### src/hw/rtl/ctadj_pkg.sv
// ----------------------------------------------------------------------------
// Color temperature adjust package
// Port payload types, pipeline tag, fixed constants and the gamma decode ROM
// builder shared by the color temperature adjust modules.
// ----------------------------------------------------------------------------
`default_nettype none

package ctadj_pkg;

	// One input pixel, gamma encoded.
	typedef struct packed {
		logic [7:0] red_in;
		logic [7:0] green_in;
		logic [7:0] blue_in;
		logic       end_of_image;
	} ctadj_pixel_t;

	// One adjusted pixel, gamma encoded.
	typedef struct packed {
		logic [7:0] red_out;
		logic [7:0] green_out;
		logic [7:0] blue_out;
		logic       end_of_image_out;
	} ctadj_result_t;

	// Control that travels with each pixel down the pipeline.
	typedef struct packed {
		logic valid;
		logic eoi;
	} ctadj_tag_t;

	// Decode ROM: linear value of each 8-bit code, right aligned.
	typedef logic [31:0] ctadj_dec_rom_t [256];

	// Mixing coefficients in units of 1/COEF_SCALE.
	localparam int unsigned COEF_SELF  = 108;
	localparam int unsigned COEF_CROSS = 288;
	localparam int unsigned COEF_OTHER = 216;
	localparam int unsigned COEF_SCALE = 10000;
	localparam int unsigned COEF_ROUND = 5000;

	// Gain is GAIN_NUM / kelvin - GAIN_OFFSET.
	localparam int unsigned GAIN_NUM     = 10000;
	localparam int unsigned GAIN_OFFSET  = 10;
	localparam int unsigned KELVIN_RESET = 6500;

	// Truncated fifth power of a Q32 value.
	function automatic longint unsigned ctadj_pow5_q32(input longint unsigned y);
		longint unsigned m;
		m = y;
		for (int n = 0; n < 4; n++) begin
			m = (m * y) >> 32;
		end
		return m;
	endfunction

	// Builds the gamma 2.2 decode table at elaboration. The Q32 fifth root
	// found by bit search gives x^2.2 as x^2 * x^(1/5).
	function automatic ctadj_dec_rom_t ctadj_decode_rom(input int unsigned frac_bits);
		ctadj_dec_rom_t  rom;
		longint unsigned u;
		longint unsigned root;
		longint unsigned cand;
		longint unsigned sq;
		longint unsigned w;
		for (int unsigned i = 0; i < 256; i++) begin
			if (i == 0) begin
				rom[i] = 32'd0;
			end else if (i == 255) begin
				rom[i] = 32'(64'd1 << frac_bits);
			end else begin
				u = {32'(i), 32'd0} / 64'd255;
				root = 64'd0;
				for (int b = 31; b >= 0; b--) begin
					cand = root | (64'd1 << b);
					if (ctadj_pow5_q32(cand) <= u) begin
						root = cand;
					end
				end
				sq = (u * u) >> 32;
				w = (sq * root) >> 32;
				w = (w + (64'd1 << (31 - frac_bits))) >> (32 - frac_bits);
				rom[i] = w[31:0];
			end
		end
		return rom;
	endfunction

endpackage

`default_nettype wire

### src/hw/rtl/ctadj_mix.sv
// ----------------------------------------------------------------------------
// Channel mixer
// Four-stage pipeline that updates one linear channel from itself and two
// others: a + floor(delta * floor((k1*a - k2*x + k3*y) / 2^F) / 2^F),
// saturated to [-8, 8). The other two channels ride along unchanged.
// ----------------------------------------------------------------------------
`default_nettype none

module ctadj_mix
	import ctadj_pkg::*;
#(
	parameter int unsigned LINEAR_FRACTION_BITS = 16
) (
	input  wire                                     clk,
	input  wire                                     arst_n,
	input  ctadj_tag_t                              tag_in,
	input  wire  signed [LINEAR_FRACTION_BITS+3:0]  a_in,
	input  wire  signed [LINEAR_FRACTION_BITS+3:0]  x_in,
	input  wire  signed [LINEAR_FRACTION_BITS+3:0]  y_in,
	input  wire  signed [LINEAR_FRACTION_BITS+14:0] delta,
	output ctadj_tag_t                              tag_out,
	output logic signed [LINEAR_FRACTION_BITS+3:0]  a_out,
	output logic signed [LINEAR_FRACTION_BITS+3:0]  x_out,
	output logic signed [LINEAR_FRACTION_BITS+3:0]  y_out
);

	localparam int unsigned F    = LINEAR_FRACTION_BITS;
	localparam int unsigned LW   = F + 4;
	localparam int unsigned KSW  = F - 3;
	localparam int unsigned PW   = LW + KSW;
	localparam int unsigned SUMW = PW + 2;
	localparam int unsigned SW   = SUMW - F;
	localparam int unsigned DW   = F + 15;
	localparam int unsigned HW   = DW - 16;
	localparam int unsigned PHW  = HW + SW;
	localparam int unsigned PLW  = 17 + SW;
	localparam int unsigned MW   = DW + SW;
	localparam int unsigned UW   = MW - F;
	localparam int unsigned VW   = UW + 1;

	localparam logic signed [KSW-1:0] K_SELF =
		KSW'(((64'(COEF_SELF) << F) + 64'(COEF_ROUND)) / 64'(COEF_SCALE));
	localparam logic signed [KSW-1:0] K_CROSS =
		KSW'(((64'(COEF_CROSS) << F) + 64'(COEF_ROUND)) / 64'(COEF_SCALE));
	localparam logic signed [KSW-1:0] K_OTHER =
		KSW'(((64'(COEF_OTHER) << F) + 64'(COEF_ROUND)) / 64'(COEF_SCALE));
	localparam logic signed [VW-1:0] LIN_MAX = VW'((64'd1 << (F + 3)) - 64'd1);
	localparam logic signed [VW-1:0] LIN_MIN = ~LIN_MAX;

	// Stage registers.
	ctadj_tag_t            tag_s1, tag_s2, tag_s3, tag_s4;
	logic signed [LW-1:0]  a_s1, x_s1, y_s1;
	logic signed [LW-1:0]  a_s2, x_s2, y_s2;
	logic signed [LW-1:0]  a_s3, x_s3, y_s3;
	logic signed [LW-1:0]  a_s4, x_s4, y_s4;
	logic signed [PW-1:0]  pa_s1, px_s1, py_s1;
	logic signed [SW-1:0]  s_s2;
	logic signed [PHW-1:0] ph_s3;
	logic signed [PLW-1:0] pl_s3;

	// Combinational values between stages.
	logic signed [SUMW-1:0] sum;
	logic signed [HW-1:0]   d_hi;
	logic signed [16:0]     d_lo;
	logic signed [MW-1:0]   full;
	logic signed [UW-1:0]   upd;
	logic signed [VW-1:0]   vsum;
	logic signed [LW-1:0]   a_sat;

	// The gain is split so that each partial product stays narrow.
	assign d_hi = delta[DW-1:16];
	assign d_lo = {1'b0, delta[15:0]};

	// Weighted sum, floor divided by 2^F.
	assign sum = SUMW'(pa_s1) - SUMW'(px_s1) + SUMW'(py_s1);

	// Recombine the gain product, floor divide by 2^F, add and saturate.
	always_comb begin
		full = (MW'(ph_s3) <<< 16) + MW'(pl_s3);
		upd  = full[MW-1:F];
		vsum = VW'(a_s3) + VW'(upd);
		if (vsum > LIN_MAX) begin
			a_sat = LIN_MAX[LW-1:0];
		end else if (vsum < LIN_MIN) begin
			a_sat = LIN_MIN[LW-1:0];
		end else begin
			a_sat = vsum[LW-1:0];
		end
	end

	// Valid and end-of-image travel with the data.
	always_ff @(posedge clk or negedge arst_n) begin
		if (!arst_n) begin
			tag_s1 <= '0;
			tag_s2 <= '0;
			tag_s3 <= '0;
			tag_s4 <= '0;
		end else begin
			tag_s1 <= tag_in;
			tag_s2 <= tag_s1;
			tag_s3 <= tag_s2;
			tag_s4 <= tag_s3;
		end
	end

	// Datapath stages.
	always_ff @(posedge clk) begin
		pa_s1 <= PW'(K_SELF) * PW'(a_in);
		px_s1 <= PW'(K_CROSS) * PW'(x_in);
		py_s1 <= PW'(K_OTHER) * PW'(y_in);
		a_s1  <= a_in;
		x_s1  <= x_in;
		y_s1  <= y_in;

		s_s2 <= sum[SUMW-1:F];
		a_s2 <= a_s1;
		x_s2 <= x_s1;
		y_s2 <= y_s1;

		ph_s3 <= PHW'(d_hi) * PHW'(s_s2);
		pl_s3 <= PLW'(d_lo) * PLW'(s_s2);
		a_s3  <= a_s2;
		x_s3  <= x_s2;
		y_s3  <= y_s2;

		a_s4 <= a_sat;
		x_s4 <= x_s3;
		y_s4 <= y_s3;
	end

	assign tag_out = tag_s4;
	assign a_out   = a_s4;
	assign x_out   = x_s4;
	assign y_out   = y_s4;

endmodule

`default_nettype wire

### config.mk
export PLATFORM = sky130hd
export DESIGN_NAME = ctadj_mix
export DESIGN_NICKNAME = d
export VERILOG_FILES = /design/src/hw/rtl/ctadj_pkg.sv /design/src/hw/rtl/ctadj_mix.sv
export SDC_FILE = /design/constraint.sdc
export NUM_CORES = 2
export LEC_CHECK = 0
export BUFFER_PORTS_ARGS = -buffer_cell sky130_fd_sc_hd__buf_2
export CAP_MARGIN = 25
export CORE_AREA = 2 2 288 290
export DETAILED_ROUTE_END_ITERATION = 8
export DIE_AREA = 0 0 290 292
export GPL_TIMING_DRIVEN = 0
export PLACE_DENSITY_LB_ADDON = 0.05
export SKIP_LAST_GASP = 1
export SYNTH_ARGS = -nofsm -noshare
export SYNTH_HDL_FRONTEND = slang
export SYNTH_SLANG_ARGS = --single-unit
export TNS_END_PERCENT = 30
### constraint.sdc
create_clock -name clk -period 5.89 [get_ports clk]
set_input_delay 1.178 -clock clk [delete_from_list [all_inputs] [get_ports clk]]
set_output_delay 1.178 -clock clk [all_outputs]
set_load 0.1 [all_outputs]
==> impl_metrics.tcl <==
set metrics [dict create \
    dp.final_hpwl_um 90600 \
    synth_seq_area_share 0.180 \
    critical_path_required_ns 6.38 \
    synthAdderAreaFrac 0.508 \
    start_util 0.545 \
    ys.flop_type "dfxtp_1" \
    rsz0062_at_grt "yes" \
    async_reset_ff_frac 0.0201 \
    final_common_cell "inv_1" \
    clk_pin_slew_ns 0.06 \
    area_growth_pct 13.5 \
    antenna_found_initial 2 \
    drv_cap 0 \
    grt_max_degree 25 \
    skew_ns 0.0456 \
    cp_max_fo 7 \
    dp.cells 5700 \
    rows 105 \
    cts_buffers 44 \
    synth.largest_area_cell "fa_1" \
    overflow 0 \
    status "finished with violations" \
    synth_top_area_frac 0.356 \
    hold_depth 0 \
    reg2reg_depth 23 \
    crit_type "in -> reg" \
    worstSkewPairLatency_ns 0.60 \
    routed_wl_um 110000 \
    drt_iter0_markers 1402 \
    finalSetupViolCount 35 \
    synth.ff_latch_count 399 \
    first_pass_iters 5 \
    core_mm2 0.0816 \
    cp.arrival_ns 7.01 \
    setup_ws_ns -0.634 \
    start_kind "input pin" \
    die_x_um 290 \
    report.final.slew_viol_count 0 \
    multiInputGateArea_mm2 0.0333 \
    syn_nets 5915 \
    die_area_mm2 0.0847 \
    violations "setup timing" \
    synth.distinct_cells 82 \
    instances_no_fill 5863 \
    yosysWarnings 0 \
    hold_viol_final 0 \
    gp_congestion 0.918 \
    wl_per_cell_um 18.7 \
    synthSimpleGateAreaFrac 0.112 \
    io_pins 157 \
    clockRootBuffer "clkbuf_16" \
    h-tree-depth 2 \
    synth-xor-area-share 0.0384 \
    layout_min_cycle_time_ns 6.52 \
    max_freq_ghz 0.153 \
    synth_edf_count 0 \
    worstSetupEndpointType "register" \
    drive_gt1_frac 0.124 \
    viasPerCell 5.21 \
    max-slew-margin-rel 0.285 \
    die_y_um 292 \
    vias 30520 \
    synth_top_family_by_area "adder cells" \
    synth_compound_area_frac 0.0671 \
    worst_pin_slew_ns 1.07 \
    grt_pass1_vias 32242 \
    drc_errors 0 \
    nets 6184 \
    seqCellArea_mm2 0.00803 \
    cts_tree "built" \
    final_cell_mix "968 x inv_1, 769 x fa_1, 524 x ha_1" \
    hold_class "reg -> reg" \
    cts.sinks 399 \
    n_fill_cell 7087 \
    cts_hold_buf 0 \
    post-route-period-util 1.11 \
    synthTopCellsByArea "fa_1 36%, dfxtp_1 18%, ha_1 15%, inv_1 8.3%, and2_1 3.4%" \
    final_antenna_net_count 0 \
    synthMuxAreaShare 0.000478 \
    syn_inst 4488 \
    synth.avg_cell_area_um2 9.91 \
    grt_pass1_wl_um 177000 \
    cts_buffer_depth 3 \
    io_buffers 142 \
    synthesis.area_mm2 0.0445 \
    gr-usage-all-layers 0.269 \
]
[sequential cells by signal (all words and copies together), names as in the netlist, 18 cells and up]
register  cells
ph_s3        33
px_s1        32
pa_s1        25
py_s1        25
a_out        20
a_s1         20
a_s2         20
a_s3         20
x_out        20
x_s2         20
x_s3         20
y_out        20
y_s1         20
y_s2         20
y_s3         20
pl_s3        19
x_s1         19
s_s2         18
[cell families after synthesis]
logic type,Yosys count
adder cells (fa/ha/maj),1332
buffers and inverters,1097
AND/OR/NAND/NOR,1014
AO/OA/AOI/OAI,449
flip-flops,399
XOR/XNOR,195
multiplexers,2
[metrics by stage]
stage                     instance area, µm²  worst slack [ns]   util  hold slack [ns]  setup TNS (ns)
final                                  50500            -0.634  0.619            0.323          -13.03
after global routing                   50500            -0.787  0.619            0.327          -18.09
after CTS                              50000            -0.690  0.613            0.324          -14.70
after detailed placement               47000             -2.20  0.576            0.312          -58.94
after global placement                 47000             -2.18  0.576            0.310          -60.11
after floorplan                        44900            -0.655      -            0.310          -11.42
[cell type report]
cell class,instances,area share
clock buffers,53,0.0233
flip-flops and latches,399,0.159
plain buffers,109,0.0230
diodes,3,0.000149
multi-input cells,2992,0.659
inverters,988,0.0737
clock inverters,26,0.00578
repair buffers,223,0.0294
well taps,1070,0.0265
[worst max-delay path, stage by stage]
cell and delay (ns):
buf_12 0.10, clkbuf_16 0.15, nand2_4 0.05, fa_1 0.55, inv_2 0.05, fa_2 0.56, inv_2 0.04, fa_1 0.50
fa_2 0.54, inv_2 0.04, fa_2 0.52, fa_1 0.42, ha_2 0.19, a21o_1 0.18, a21oi_2 0.13, o211ai_1 0.15
o21ai_2 0.21, o21a_2 0.21, o21ai_4 0.07, a221o_2 0.43, a21oi_4 0.23, o31ai_4 0.12, a21oi_4 0.20, xnor2_4 0.18
[per-layer routing]
layer / vias to the layer above / routed length, µm / GRT usage / share of wire
met5: - / 0 / 0 / 0
met4: 0 / 4170 / 0.0931 / 0.038
met3: 165 / 5100 / 0.0304 / 0.046
met2: 684 / 54100 / 0.465 / 0.49
met1: 15271 / 46500 / 0.352 / 0.42
li1: 14400 / - / - / -
[final timing paths]
check | slack [ns] | startpoint | to
worst max register to register | -0.60 | s_s2[5] | pl_s3[34]
worst min register to register | 0.32 | a_s2[11] | a_s3[11]
worst min-delay path | 0.32 | a_s2[11] | a_s3[11]
min in group asynchronous | 0.41 | arst_n | tag_s2[1]
worst max-delay path | -0.63 | delta[2] | pl_s3[34]
max in group asynchronous | 5.32 | arst_n | tag_s1[1]
[repair_timing]
item	4_1_cts	5_1_grt
setup endpoints to repair	59	59
pin swaps	69	47
cloned	0	1
gates resized for setup	245	101
setup buffers	63	17
[synth_stat cells, drive strengths merged (6+ instances only)]
cell     count
inv        987
fa         790
ha         542
dfxtp      391
nand2      387
and2       244
xnor2      146
a21oi      141
nor2       123
clkbuf     102
o21ai       65
nor3        56
a21o        55
xor2        49
nand3       45
nand2b      32
o21bai      28
o21a        24
and3        23
nand4       23
a31oi       21
nor2b       21
or2         20
a211oi      19
o31ai       16
or3         15
o211ai      13
dfrtp        8
buf          7
a221o        6
nor3b        6
o2111ai      6
Power is not shown: default switching activity piles up to over one toggle a cycle in this logic, so the estimate is an artifact.
