==> src/hw/rtl/ctadj_pkg.sv <==
// ----------------------------------------------------------------------------
// Color temperature adjust package
// Port payload types, pipeline tag, fixed constants and the gamma decode ROM
// builder shared by the color temperature adjust modules.
// ----------------------------------------------------------------------------
`default_nettype none

package ctadj_pkg;

	// One input pixel, gamma encoded.
	typedef struct packed {
		logic [7:0] red_in;
		logic [7:0] green_in;
		logic [7:0] blue_in;
		logic       end_of_image;
	} ctadj_pixel_t;

	// One adjusted pixel, gamma encoded.
	typedef struct packed {
		logic [7:0] red_out;
		logic [7:0] green_out;
		logic [7:0] blue_out;
		logic       end_of_image_out;
	} ctadj_result_t;

	// Control that travels with each pixel down the pipeline.
	typedef struct packed {
		logic valid;
		logic eoi;
	} ctadj_tag_t;

	// Decode ROM: linear value of each 8-bit code, right aligned.
	typedef logic [31:0] ctadj_dec_rom_t [256];

	// Mixing coefficients in units of 1/COEF_SCALE.
	localparam int unsigned COEF_SELF  = 108;
	localparam int unsigned COEF_CROSS = 288;
	localparam int unsigned COEF_OTHER = 216;
	localparam int unsigned COEF_SCALE = 10000;
	localparam int unsigned COEF_ROUND = 5000;

	// Gain is GAIN_NUM / kelvin - GAIN_OFFSET.
	localparam int unsigned GAIN_NUM     = 10000;
	localparam int unsigned GAIN_OFFSET  = 10;
	localparam int unsigned KELVIN_RESET = 6500;

	// Truncated fifth power of a Q32 value.
	function automatic longint unsigned ctadj_pow5_q32(input longint unsigned y);
		longint unsigned m;
		m = y;
		for (int n = 0; n < 4; n++) begin
			m = (m * y) >> 32;
		end
		return m;
	endfunction

	// Builds the gamma 2.2 decode table at elaboration. The Q32 fifth root
	// found by bit search gives x^2.2 as x^2 * x^(1/5).
	function automatic ctadj_dec_rom_t ctadj_decode_rom(input int unsigned frac_bits);
		ctadj_dec_rom_t  rom;
		longint unsigned u;
		longint unsigned root;
		longint unsigned cand;
		longint unsigned sq;
		longint unsigned w;
		for (int unsigned i = 0; i < 256; i++) begin
			if (i == 0) begin
				rom[i] = 32'd0;
			end else if (i == 255) begin
				rom[i] = 32'(64'd1 << frac_bits);
			end else begin
				u = {32'(i), 32'd0} / 64'd255;
				root = 64'd0;
				for (int b = 31; b >= 0; b--) begin
					cand = root | (64'd1 << b);
					if (ctadj_pow5_q32(cand) <= u) begin
						root = cand;
					end
				end
				sq = (u * u) >> 32;
				w = (sq * root) >> 32;
				w = (w + (64'd1 << (31 - frac_bits))) >> (32 - frac_bits);
				rom[i] = w[31:0];
			end
		end
		return rom;
	endfunction

endpackage

`default_nettype wire

==> src/hw/rtl/ctadj_delta_div.sv <==
// ----------------------------------------------------------------------------
// Mixing gain divider
// Holds the mixing gain and recomputes it after each temperature write with a
// restoring divider that produces one quotient bit per cycle.
// ----------------------------------------------------------------------------
`default_nettype none

module ctadj_delta_div
	import ctadj_pkg::*;
#(
	parameter int unsigned LINEAR_FRACTION_BITS = 16
) (
	input  wire                                  clk,
	input  wire                                  arst_n,
	input  wire                                  cfg_we,
	input  wire  [15:0]                          cfg_wdata,
	output logic                                 busy,
	output logic signed [LINEAR_FRACTION_BITS+14:0] delta
);

	localparam int unsigned F    = LINEAR_FRACTION_BITS;
	localparam int unsigned NW   = F + 14;
	localparam int unsigned DW   = F + 15;
	localparam int unsigned CNTW = $clog2(NW + 1);

	localparam logic [NW-1:0] DIVIDEND    = NW'(64'(GAIN_NUM) << F);
	localparam logic [DW-1:0] OFFSET_LIN  = DW'(64'(GAIN_OFFSET) << F);
	localparam logic [DW-1:0] DELTA_RESET =
		DW'((64'(GAIN_NUM) << F) / 64'(KELVIN_RESET) - (64'(GAIN_OFFSET) << F));

	logic [NW-1:0]        quot_q;
	logic [NW-1:0]        quot_nx;
	logic [15:0]          rem_q;
	logic [15:0]          rem_nx;
	logic [15:0]          kelvin_q;
	logic [16:0]          trial;
	logic                 ge;
	logic [CNTW-1:0]      cnt_q;
	logic                 busy_q;
	logic signed [DW-1:0] delta_q;

	// One restoring step: shift in the next dividend bit and try to subtract.
	always_comb begin
		trial   = {rem_q, quot_q[NW-1]};
		ge      = trial >= {1'b0, kelvin_q};
		rem_nx  = ge ? 16'(trial - {1'b0, kelvin_q}) : trial[15:0];
		quot_nx = {quot_q[NW-2:0], ge};
	end

	// Control and the gain register. A write restarts the division.
	always_ff @(posedge clk or negedge arst_n) begin
		if (!arst_n) begin
			busy_q  <= 1'b0;
			cnt_q   <= '0;
			delta_q <= DELTA_RESET;
		end else if (cfg_we) begin
			busy_q <= 1'b1;
			cnt_q  <= CNTW'(NW);
		end else if (busy_q) begin
			cnt_q <= cnt_q - CNTW'(1);
			if (cnt_q == CNTW'(1)) begin
				busy_q  <= 1'b0;
				delta_q <= {1'b0, quot_nx} - OFFSET_LIN;
			end
		end
	end

	// Divider datapath. A temperature of zero divides as one.
	always_ff @(posedge clk) begin
		if (cfg_we) begin
			kelvin_q <= (cfg_wdata == 16'd0) ? 16'd1 : cfg_wdata;
			quot_q   <= DIVIDEND;
			rem_q    <= '0;
		end else if (busy_q) begin
			quot_q <= quot_nx;
			rem_q  <= rem_nx;
		end
	end

	assign busy  = busy_q;
	assign delta = delta_q;

endmodule

`default_nettype wire

==> config.mk <==
export PLATFORM = sky130hd
export DESIGN_NAME = ctadj_delta_div
export DESIGN_NICKNAME = d
export VERILOG_FILES = /design/src/hw/rtl/ctadj_pkg.sv /design/src/hw/rtl/ctadj_delta_div.sv
export SDC_FILE = /design/constraint.sdc
export NUM_CORES = 1
export LEC_CHECK = 0
export ABC_AREA = 1
export BUFFER_PORTS_ARGS = -buffer_cell sky130_fd_sc_hd__buf_4
export CAP_MARGIN = 25
export CELL_PAD_IN_SITES_DETAIL_PLACEMENT = 1
export CELL_PAD_IN_SITES_GLOBAL_PLACEMENT = 2
export CORE_ASPECT_RATIO = 0.75
export CORE_UTILIZATION = 35
export DETAILED_ROUTE_END_ITERATION = 6
export PLACE_DENSITY_LB_ADDON = 0.1
export SYNTH_ARGS = -nofsm -noshare
export SYNTH_HDL_FRONTEND = slang
export SYNTH_SLANG_ARGS = --single-unit
==> constraint.sdc <==
create_clock -name clk -period 2.3 [get_ports clk]
set_input_delay 0.69 -clock clk [delete_from_list [all_inputs] [get_ports clk]]
set_output_delay 0.69 -clock clk [all_outputs]
set_load 0.02 [all_outputs]
==> results of run 1 <==
cells in the mapped netlist, types with 2 or more instances:
cell type / count
clkinv_1: 2
nor4_1: 6
dfrtp_1: 16
buf_6: 2
or2_2: 4
clkbuf_1: 23
buf_1: 3
nand3_1: 42
buf_2: 3
a22oi_1: 6
a21boi_0: 6
nand2_4: 2
nand4_1: 13
o21ai_0: 36
ha_1: 19
a31oi_1: 7
xor2_1: 3
inv_1: 101
edfxtp_1: 16
o22ai_1: 25
o21a_1: 2
nor3_1: 2
nand2_1: 148
nor2_1: 50
dfstp_2: 21
a21oi_1: 22
nor2_4: 2
dfxtp_1: 46
final cells by class:
cell class,instances,share of cell area
clock inverters,7,0.0130
clock buffers,9,0.0382
inverters,105,0.0677
multi-input cells,405,0.362
repair buffers,65,0.0828
flip-flops and latches,99,0.399
well taps,175,0.0372
power groups by stage:
| stage | clock [uW] | sequential (uW) | combinational (uW) |
|---|---|---|---|
| final | 1540 | 2080 | 2080 |
| after CTS | 1600 | 2080 | 2050 |
| after global placement | 0 | 2110 | 2000 |
| after floorplan | 0 | 2070 | 1470 |
| after global routing | 1660 | 2100 | 2380 |
| after detailed placement | 0 | 2120 | 2030 |
logic make-up after synthesis:
group | synth area share
AOI/OAI and AO/OA | 0.127
xor gates and xnor gates | 0.00525
adders and majority gates | 0.0515
buffers and inverters | 0.110
and+or+nand+nor | 0.237
DFF | 0.470
timing repair:
action,CTS,global route
setup buffers,0,1
gates resized for setup,0,8
hold endpoints to repair,0,0
setup endpoints to repair,0,14
through the flow:
step	cell area [sq um]	cells	power, uW	setup WS (ns)
3_3_place_gp	5550	848	4110	0.0952
3_5_place_dp	5550	848	4150	0.0732
2_1_floorplan	5010	642	3540	0.482
5_1_grt	5890	865	6140	0.00208
6_report	5890	865	5700	0.174
4_1_cts	5850	864	5730	0.0500
registers in the layout (all words and copies together) (netlist names):
register / count
delta: 31
quot_q: 30
rem_q: 16
kelvin_q: 16
cnt_q: 5
busy: 1
worst max path at each step:
stage,start,to,slack [ns],cells past startpoint
floorplan,kelvin_q[0],rem_q[6],0.48,10
global placement,rem_q[2],rem_q[8],0.1,12
detailed placement,kelvin_q[4],rem_q[8],0.07,13
CTS,kelvin_q[4],rem_q[8],0.05,13
global route,kelvin_q[4],rem_q[14],0.002,13
finish,rem_q[3],rem_q[14],0.17,12
layer usage:
metal / up-vias / GRT usage / wire (um)
li1: 2167 / - / -
met1: 2020 / 0.304 / 7560
met2: 56 / 0.294 / 5840
met3: 7 / 0.0441 / 421
met4: 0 / 0.0455 / 80
met5: - / 0 / 0
==> results.toml, run 1 <==
[grt]
antenna_violations_before_repair = 0
global_route.usage.total = 0.203
wire_length_of_the_first_global_routing_pass_um = 23000
gr-total-overflow = 0
grt_max_degree = 47
via_count_of_the_first_global_routing_pass = 4324

[yosys]
syn_warnings = 0
post_synth_main_area_contributors = "dfxtp_1 (18%), nand2_1 (11%), dfstp_2 (11%), edfxtp_1 (9.6%), dfrtp_1 (8.0%)"
post_synth_num_cell_types = 42
yosysSeqAreaShare = 0.470
dominantRegCellSynth = "dfxtp_1"
ys_ff_latch = 99
synth_area_per_cell_sq_um = 7.80
synth_enable_flop_cells = 16
yosysTopAreaCellShare = 0.184
syn-num-nets = 681
synthesis.instances = 642
mappedNetlistArea_sq_um = 5010
synth.largest_area_cell = "dfxtp_1"
async_flop_share = 0.374

[worst_setup_path]
kind_of_end_point_of_the_critical_path = "flop"
start_kind = "flop"
top_fanout_value_on_the_critical_path = 16
r2r_slack_ns = 0.17
cp_bufs_invs = 1
r2r_cells = 12
worst_path_most_repeated_cell = "nand2_1"
regToRegStartpoint = "rem_q[3]"
worst-endpoint-required_ns = 2.56
worstPathCellList = "ha_1, nand2_1, nand2_1, inv_2, nand2_1, nand2_1, nand3_2, nand2_4, nand2_8, or2_2, nand3_1, nand2_1"
critPathTopFamily = "simple AND/OR/NAND/NOR gates"
crit_type = "reg -> reg"
critPathMaxStageDelay_ns = 0.38
worstPathArrival_ns = 2.38
standard_cell_with_the_maximum_stage_delay_on_the_critical_path = "ha_1"
r2r_end = "rem_q[14]"

[routing]
routed_via_density = 4.91
drt.antenna.violating_nets = 0
detail_route.first_pass.iterations = 4
remaining_drc_errors = 0
dr_total_vias = 4250
wire_per_inst_um = 16.1
final_wl_um = 13900
drt_iter0_drc = 263

[timing]
final_period_minus_worst_setup_slack_ns = 2.13
finalHoldViolations = 0
finalSetupViolCount = 0
unrepaired_setup_endpoints_after_global_routing = "false"
fin_setup_tns_ns = 0
worst_hold_slack_ns = 0.314
timing_worst_slew_pin_value_ns = 0.806
fmaxAchievable_mhz = 470
timing.final.crit_share = 0.924
slew_headroom = 0.462
count_of_final_max_slew_check_failures = 0
post_route_skew_ns = 0.0136

[clock_tree]
cts_hold_repair.buffers = 0
clk_pin_slew_ns = 0.08
clk_latency_ns = 0.35
number_of_h_tree_branching_levels = 3
tritoncts_num_sinks = 99
clock-root-buffer = "clkbuf_16"
cts-root-to-sink-buffers = 2
numCtsBuffers = 9
cts_tree = "done"

[floorplan]
floorplan.rows = 37
num_io_pins = 51
die_x_um = 140
die-area_sq_um = 14800
fp.dieH_um = 106
initial_core_util = 0.362
core-area_sq_um = 13800

[finish]
most_frequent_cells_in_the_layout = "nand2_1 (147), inv_1 (99), buf_4 (65), nor2_1 (50), dfxtp_1 (46)"
count_of_inserted_antenna_diode_cells = 0
area.sequential_sq_um = 2350
fillerInstances = 1663
drive_above_1_share = 0.175
finalNetCount = 724
multi_input_area_sq_um = 2130
mostFrequentLayoutCell = "nand2_1"
finalCoreUtilization = 0.426
layout-area-overhead-vs-synth_pct = 17.7

[power_and_ir_drop]
sequentialPowerShare = 0.365
clkPwrFrac = 0.270
worst_ir_drop_vdd_uv = 353
cellLeakagePower_uw = 0.00281
internal_power_uw = 3440
power.density_nw_per_um2 = 968
power.switching_uw = 2260
sw_frac_of_total = 0.397
pwr-share-comb = 0.365

[place]
hpwlAfterDp_um = 10500
numPortBuffers = 50
routabilityCongestion = 0.831

[flow_run]
cap_violations = 0

[status]
outcome = "complete, no violations"

[min_path]
hold_class = "in -> async"
No activity file was read; power rests on OpenSTA's default activity.
==> run 2, diff against run 1 <==
--- a/config.mk
+++ b/config.mk
@@ -13,6 +13,8 @@
 export CORE_ASPECT_RATIO = 0.75
 export CORE_UTILIZATION = 35
+export CTS_CLUSTER_SIZE = 14
 export DETAILED_ROUTE_END_ITERATION = 6
 export PLACE_DENSITY_LB_ADDON = 0.1
+export SETUP_SLACK_MARGIN = 0.4
 export SYNTH_ARGS = -nofsm -noshare
 export SYNTH_HDL_FRONTEND = slang
==> constraint.sdc (replaced) <==
create_clock -name clk -period 2.3 [get_ports clk]
set_input_delay 0.23 -clock clk [delete_from_list [all_inputs] [get_ports clk]]
set_output_delay 0.23 -clock clk [all_outputs]
set_load 0.02 [all_outputs]
==> run 2 against run 1 <==
  * Critical path depth increased by 1
  * Clock-buffer cell count unchanged
  * Clock skew decreased by 0.0026 ns
  * Flip-flop and latch count unchanged
  * Cell area increased by 10%
  * Register-to-register slack improved by 0.21 ns
  * Routed wire length increased by 9.0%
  * Die area unchanged
  * Sequential power increased by 3%
  * Combinational power increased by 42%
  * Via count increased by 5.9%
  * Total power increased by 19%
  * Largest cell class is now multi-input gates
  * Largest power group is now combinational cells
  * Highest routed layer unchanged
==> results.toml, run 2 (synthesis gave the netlist of run 1 again) <==
[finish]
final_design_area_no_fill_sq_um = 6510
mostFrequentLayoutCell = "nand2_1"
count_of_inserted_antenna_diode_cells = 0
finalNetCount = 742
area.sequential_sq_um = 2360
multi_input_area_sq_um = 2550
drive_above_1_share = 0.306
most_frequent_cells_in_the_layout = "nand2_1 (127), inv_1 (91), buf_4 (78), dfxtp_1 (43), nor2_1 (40)"
layout-area-overhead-vs-synth_pct = 29.9
largest_register_ffs = 31
fillerInstances = 1667

[routing]
drt_iter0_drc = 213
final_wl_um = 15100
drt.antenna.violating_nets = 0
detail_route.first_pass.iterations = 5
wire_per_inst_um = 17.2
routed_via_density = 5.10
remaining_drc_errors = 0
dr_total_vias = 4501

[timing]
timing_worst_slew_pin_value_ns = 0.881
slew_headroom = 0.407
fin_setup_tns_ns = 0
timing.final.crit_share = 0.835
fmaxAchievable_mhz = 521
post_route_skew_ns = 0.0109
finalHoldViolations = 0
count_of_final_max_slew_check_failures = 0
finalSetupViolCount = 0
unrepaired_setup_endpoints_after_global_routing = "true"
setup_slack_ns = 0.379
final_period_minus_worst_setup_slack_ns = 1.92

[floorplan]
die_x_um = 140
die-area_sq_um = 14800
core-area_sq_um = 13800
num_io_pins = 51
initial_core_util = 0.362
floorplan.rows = 37
fp.dieH_um = 106

[worst_setup_path]
kind_of_end_point_of_the_critical_path = "flop"
start_kind = "flop"
crit_type = "reg -> reg"
worst-endpoint-required_ns = 2.61
setup.worst_path.start = "kelvin_q[8]"
regToRegStartpoint = "kelvin_q[8]"
worstPathArrival_ns = 2.24
top_fanout_value_on_the_critical_path = 4
r2r_slack_ns = 0.38

[clock_tree]
numCtsBuffers = 9
clock-root-buffer = "clkbuf_16"
clk_latency_ns = 0.36
clk_pin_slew_ns = 0.08
cts_tree = "done"
number_of_h_tree_branching_levels = 3
tritoncts_num_sinks = 99
cts-root-to-sink-buffers = 2

[power_and_ir_drop]
sequentialPowerShare = 0.318
cellLeakagePower_uw = 0.00293
clkPwrFrac = 0.244
power.switching_uw = 2700
pwr-share-comb = 0.438
worst_ir_drop_vdd_uv = 463
sw_frac_of_total = 0.399
power.density_nw_per_um2 = 1040
internal_power_uw = 4060

[place]
hpwlAfterDp_um = 10400
routabilityCongestion = 0.904
dp_slack_ns = 0.0453
numPortBuffers = 50
detailed_place.area_sq_um = 5570

[grt]
wire_length_of_the_first_global_routing_pass_um = 24200
antenna_violations_before_repair = 0
gr-total-overflow = 0
global_route.usage.total = 0.215
via_count_of_the_first_global_routing_pass = 4583
grt_max_degree = 41

[flow_run]
cap_violations = 0

[min_path]
hold_start = "cfg_wdata[12]"
hold_class = "in -> reg"

[status]
outcome = "complete, no violations"
-- run 2: layout make-up --
type / instances / share of cell area
Clock buffer: 9 / 0.0346
Clock inverter: 7 / 0.0138
Inverter: 105 / 0.0625
Multi-Input combinational cell: 406 / 0.392
Sequential cell: 99 / 0.362
Tap cell: 175 / 0.0337
Timing Repair Buffer: 82 / 0.101
-- run 2: worst paths after layout --
check,cells after the start,endpoint
max,13,rem_q[10]
min reg2reg,2,delta[11]
max reg2reg,13,rem_q[10]
min in group asynchronous,2,delta[0]
max in group asynchronous,2,delta[20]
min,1,kelvin_q[12]
-- run 2: power by group through the flow --
stage          clock (uW)  combinational, uW  sequential [uW]
3_3_place_gp            0               2010             2110
3_5_place_dp            0               2050             2120
4_1_cts              1700               2630             2140
6_report             1650               2960             2150
5_1_grt              1750               3250             2170
2_1_floorplan           0               1470             2070
-- run 2: critical path, cell delays in order (launching register included) --
cell      delay (ns)
edfxtp_1        0.35
inv_2           0.05
ha_4            0.29
nand2_2         0.06
buf_4           0.13
nor2_1          0.25
nand3_1         0.20
nand3_1         0.13
nand2_1         0.06
nand2_1         0.07
nand3_2         0.09
nand3_1         0.09
nand2_1         0.05
inv_1           0.04
-- run 2: routing by layer --
metal / global-route usage / routed length (um) / vias up
met5: 0 / 0 / -
met4: 0.0659 / 175 / 0
met3: 0.0418 / 624 / 10
met2: 0.319 / 6580 / 96
met1: 0.312 / 7760 / 2188
li1: - / - / 2207
-- run 2: stage by stage --
stage	cells	util	hold WS, ns	power, uW
2_1_floorplan	642	-	-0.0656	3540
3_3_place_gp	848	0.402	0.232	4120
3_5_place_dp	848	0.402	0.252	4170
4_1_cts	877	0.455	0.0339	6460
5_1_grt	883	0.470	0.0375	7170
6_report	883	0.470	0.0495	6760
-- run 2: timing repair --
item | 4_1_cts | 5_1_grt
cloned | 1 | 0
hold buffers | 1 | 0
endpoints found under the setup margin | 17 | 20
pin swaps | 11 | 18
hold endpoints to repair | 16 | 0
buffers inserted | 11 | 6
resized for setup | 67 | 46
==> run 3, diff against run 2 <==
CORE_UTILIZATION = 31   (was 35)
clock period = 1.5 ns   (was 2.3 ns; I/O delays follow)
==> run 3 against run 2 <==
  * The flow now finishes with violations (setup timing)
  * Sequential share of layout area fell by 8.8 points
  * Utilization rose by 8.5 points
  * Largest cell class unchanged
  * Via count rose by 14%
  * Maximum frequency grew 1.2%
  * Worst hold slack got worse by 0.034 ns
==> results.toml, run 3 (synthesis gave the netlist of run 1 again) <==
[floorplan]
die_x_um = 149
num_io_pins = 51
fp.dieH_um = 112
die-area_sq_um = 16700
core-area_sq_um = 15500
initial_core_util = 0.323
floorplan.rows = 39

[worst_setup_path]
crit_type = "reg -> reg"
setup.worst_path.start = "kelvin_q[14]"
standard_cell_with_the_maximum_stage_delay_on_the_critical_path = "edfxtp_1"
top_fanout_value_on_the_critical_path = 6
r2r_slack_ns = -0.40
critPathMaxStageDelay_ns = 0.38
worst-endpoint-required_ns = 1.74
worstPathCellList = "inv_2, ha_4, a21oi_4, o21a_1, nand2_2, nor2_4, nand2_8, buf_8, a21boi_2, a21oi_2"
worstPathArrival_ns = 2.14
regToRegStartpoint = "kelvin_q[14]"
r2r_end = "rem_q[4]"
r2r_cells = 10
kind_of_end_point_of_the_critical_path = "flop"
start_kind = "flop"

[grt]
gr-total-overflow = 0
grt_max_degree = 38
via_count_of_the_first_global_routing_pass = 5521
global_route.usage.total = 0.234
antenna_violations_before_repair = 0
wire_length_of_the_first_global_routing_pass_um = 29900

[power_and_ir_drop]
pwr-share-comb = 0.499
clkPwrFrac = 0.213
sw_frac_of_total = 0.392
cellLeakagePower_uw = 0.00381
power.density_nw_per_um2 = 1320
worst_ir_drop_vdd_uv = 569
internal_power_uw = 6920
power.switching_uw = 4460
sequentialPowerShare = 0.288

[clock_tree]
number_of_h_tree_branching_levels = 3
cts-root-to-sink-buffers = 2
numCtsBuffers = 9
clk_latency_ns = 0.36
cts_tree = "done"
clock-root-buffer = "clkbuf_16"
clk_pin_slew_ns = 0.08
tritoncts_num_sinks = 99

[min_path]
hold_class = "in -> reg"
hold_start = "cfg_wdata[8]"
whs_endpoint = "kelvin_q[8]"
timing.hold.worst_path_depth = 1

[finish]
count_of_inserted_antenna_diode_cells = 0
mostFrequentLayoutCell = "buf_4"
fillerInstances = 1735
most_frequent_cells_in_the_layout = "buf_4 (149), nand2_1 (103), inv_1 (78), dfxtp_1 (42), nand2_2 (38)"
layout-area-overhead-vs-synth_pct = 72.1
finalCoreUtilization = 0.555
multi_input_area_sq_um = 3210
final_cell_count_no_fill = 1047
largest_register_ffs = 31
area.sequential_sq_um = 2360
finalNetCount = 876
drive_above_1_share = 0.545

[place]
placedCellCount = 951
numPortBuffers = 50
routabilityCongestion = 0.845
dp_slack_ns = -0.463
hpwlAfterDp_um = 11800

[routing]
routed_via_density = 4.91
drt_iter0_drc = 245
drt.antenna.violating_nets = 0
remaining_drc_errors = 0
wire_per_inst_um = 18.6
dr_total_vias = 5136
final_wl_um = 19500
detail_route.first_pass.iterations = 5

[timing]
timing_worst_slew_pin_value_ns = 0.539
timing.final.crit_share = 1.27
finalSetupViolCount = 46
finalHoldViolations = 0
setup_slack_ns = -0.398
worst_hold_slack_ns = 0.0155
count_of_final_max_slew_check_failures = 0
final_period_minus_worst_setup_slack_ns = 1.90
unrepaired_setup_endpoints_after_global_routing = "true"
post_route_skew_ns = 0.00578
slew_headroom = 0.641
fmaxAchievable_mhz = 527

[flow_run]
cap_violations = 0

[status]
outcome = "complete, but fails checks"
failed_checks = "setup timing"
run 3: cell types whose count changed in the layout (fill, tap and decap cells not counted), moves of 24 or more:
cell	before	now
o21ai_0	34	3
o22ai_1	25	1
nand2_1	127	103
buf_4	78	149
buf_6	0	35
run 3: power by group through the flow:
stage                     clock network (uW)  registers, uW  logic (uW)
final                                   2430           3270        5680
after global routing                    2570           3300        6230
after CTS                               2480           3260        5150
after detailed placement                   0           3290        4470
after global placement                     0           3290        4390
after floorplan                            0           3250        2530
run 3: final cells by class:
| class | count | area share |
|---|---|---|
| clock inverter | 6 | 0.00624 |
| timing repair buffer | 211 | 0.223 |
| multi-input combinational | 406 | 0.372 |
| clock buffer | 10 | 0.0290 |
| inverter | 105 | 0.0537 |
| timing repair inverter | 5 | 0.0119 |
| sequential | 99 | 0.274 |
| tap | 205 | 0.0298 |
run 3: worst max-delay path by stage:
stage	slack (ns)	end	cells past startpoint
after floorplan	-0.18	rem_q[0]	15
after global placement	-0.40	rem_q[1]	12
after detailed placement	-0.46	rem_q[5]	11
after CTS	-0.38	rem_q[12]	12
after global routing	-0.48	rem_q[2]	12
final	-0.40	rem_q[4]	10
run 3: critical path, delay by kind of cell, from the launching register on:
kind                     cells  cell delay (ns)
flip-flops                   1             0.38
AO/OA/AOI/OAI                4             0.55
buffers and inverters        2             0.25
adder cells (fa/ha/maj)      1             0.22
AND/OR/NAND/NOR              3             0.39
run 3: through the flow:
| stage | TNS (ns) | total power [uW] | area (sq um) |
|---|---|---|---|
| after CTS | -5.84 | 10900 | 7960 |
| after global placement | -6.34 | 7680 | 6440 |
| after detailed placement | -7.30 | 7750 | 6440 |
| after floorplan | -2.26 | 5780 | 5380 |
| final | -8.06 | 11400 | 8620 |
| after global routing | -12.16 | 12100 | 8620 |
run 3: routing by layer:
metal,wire length [um],share of wire,global-route usage,vias up
met1,9420,0.48,0.331,2553
met5,0,0,0,-
li1,-,-,-,2485
met3,692,0.036,0.0362,10
met4,132,0.0068,0.0435,0
met2,9230,0.47,0.379,88
run 3: what timing repair did:
action                                  CTS  global route
pin swaps                                37            42
gates cloned                              7             2
hold endpoints to repair                 29             0
gates resized for setup                 181           105
buffers inserted                         37            20
endpoints found under the setup margin  105           107
hold buffers                             14             0
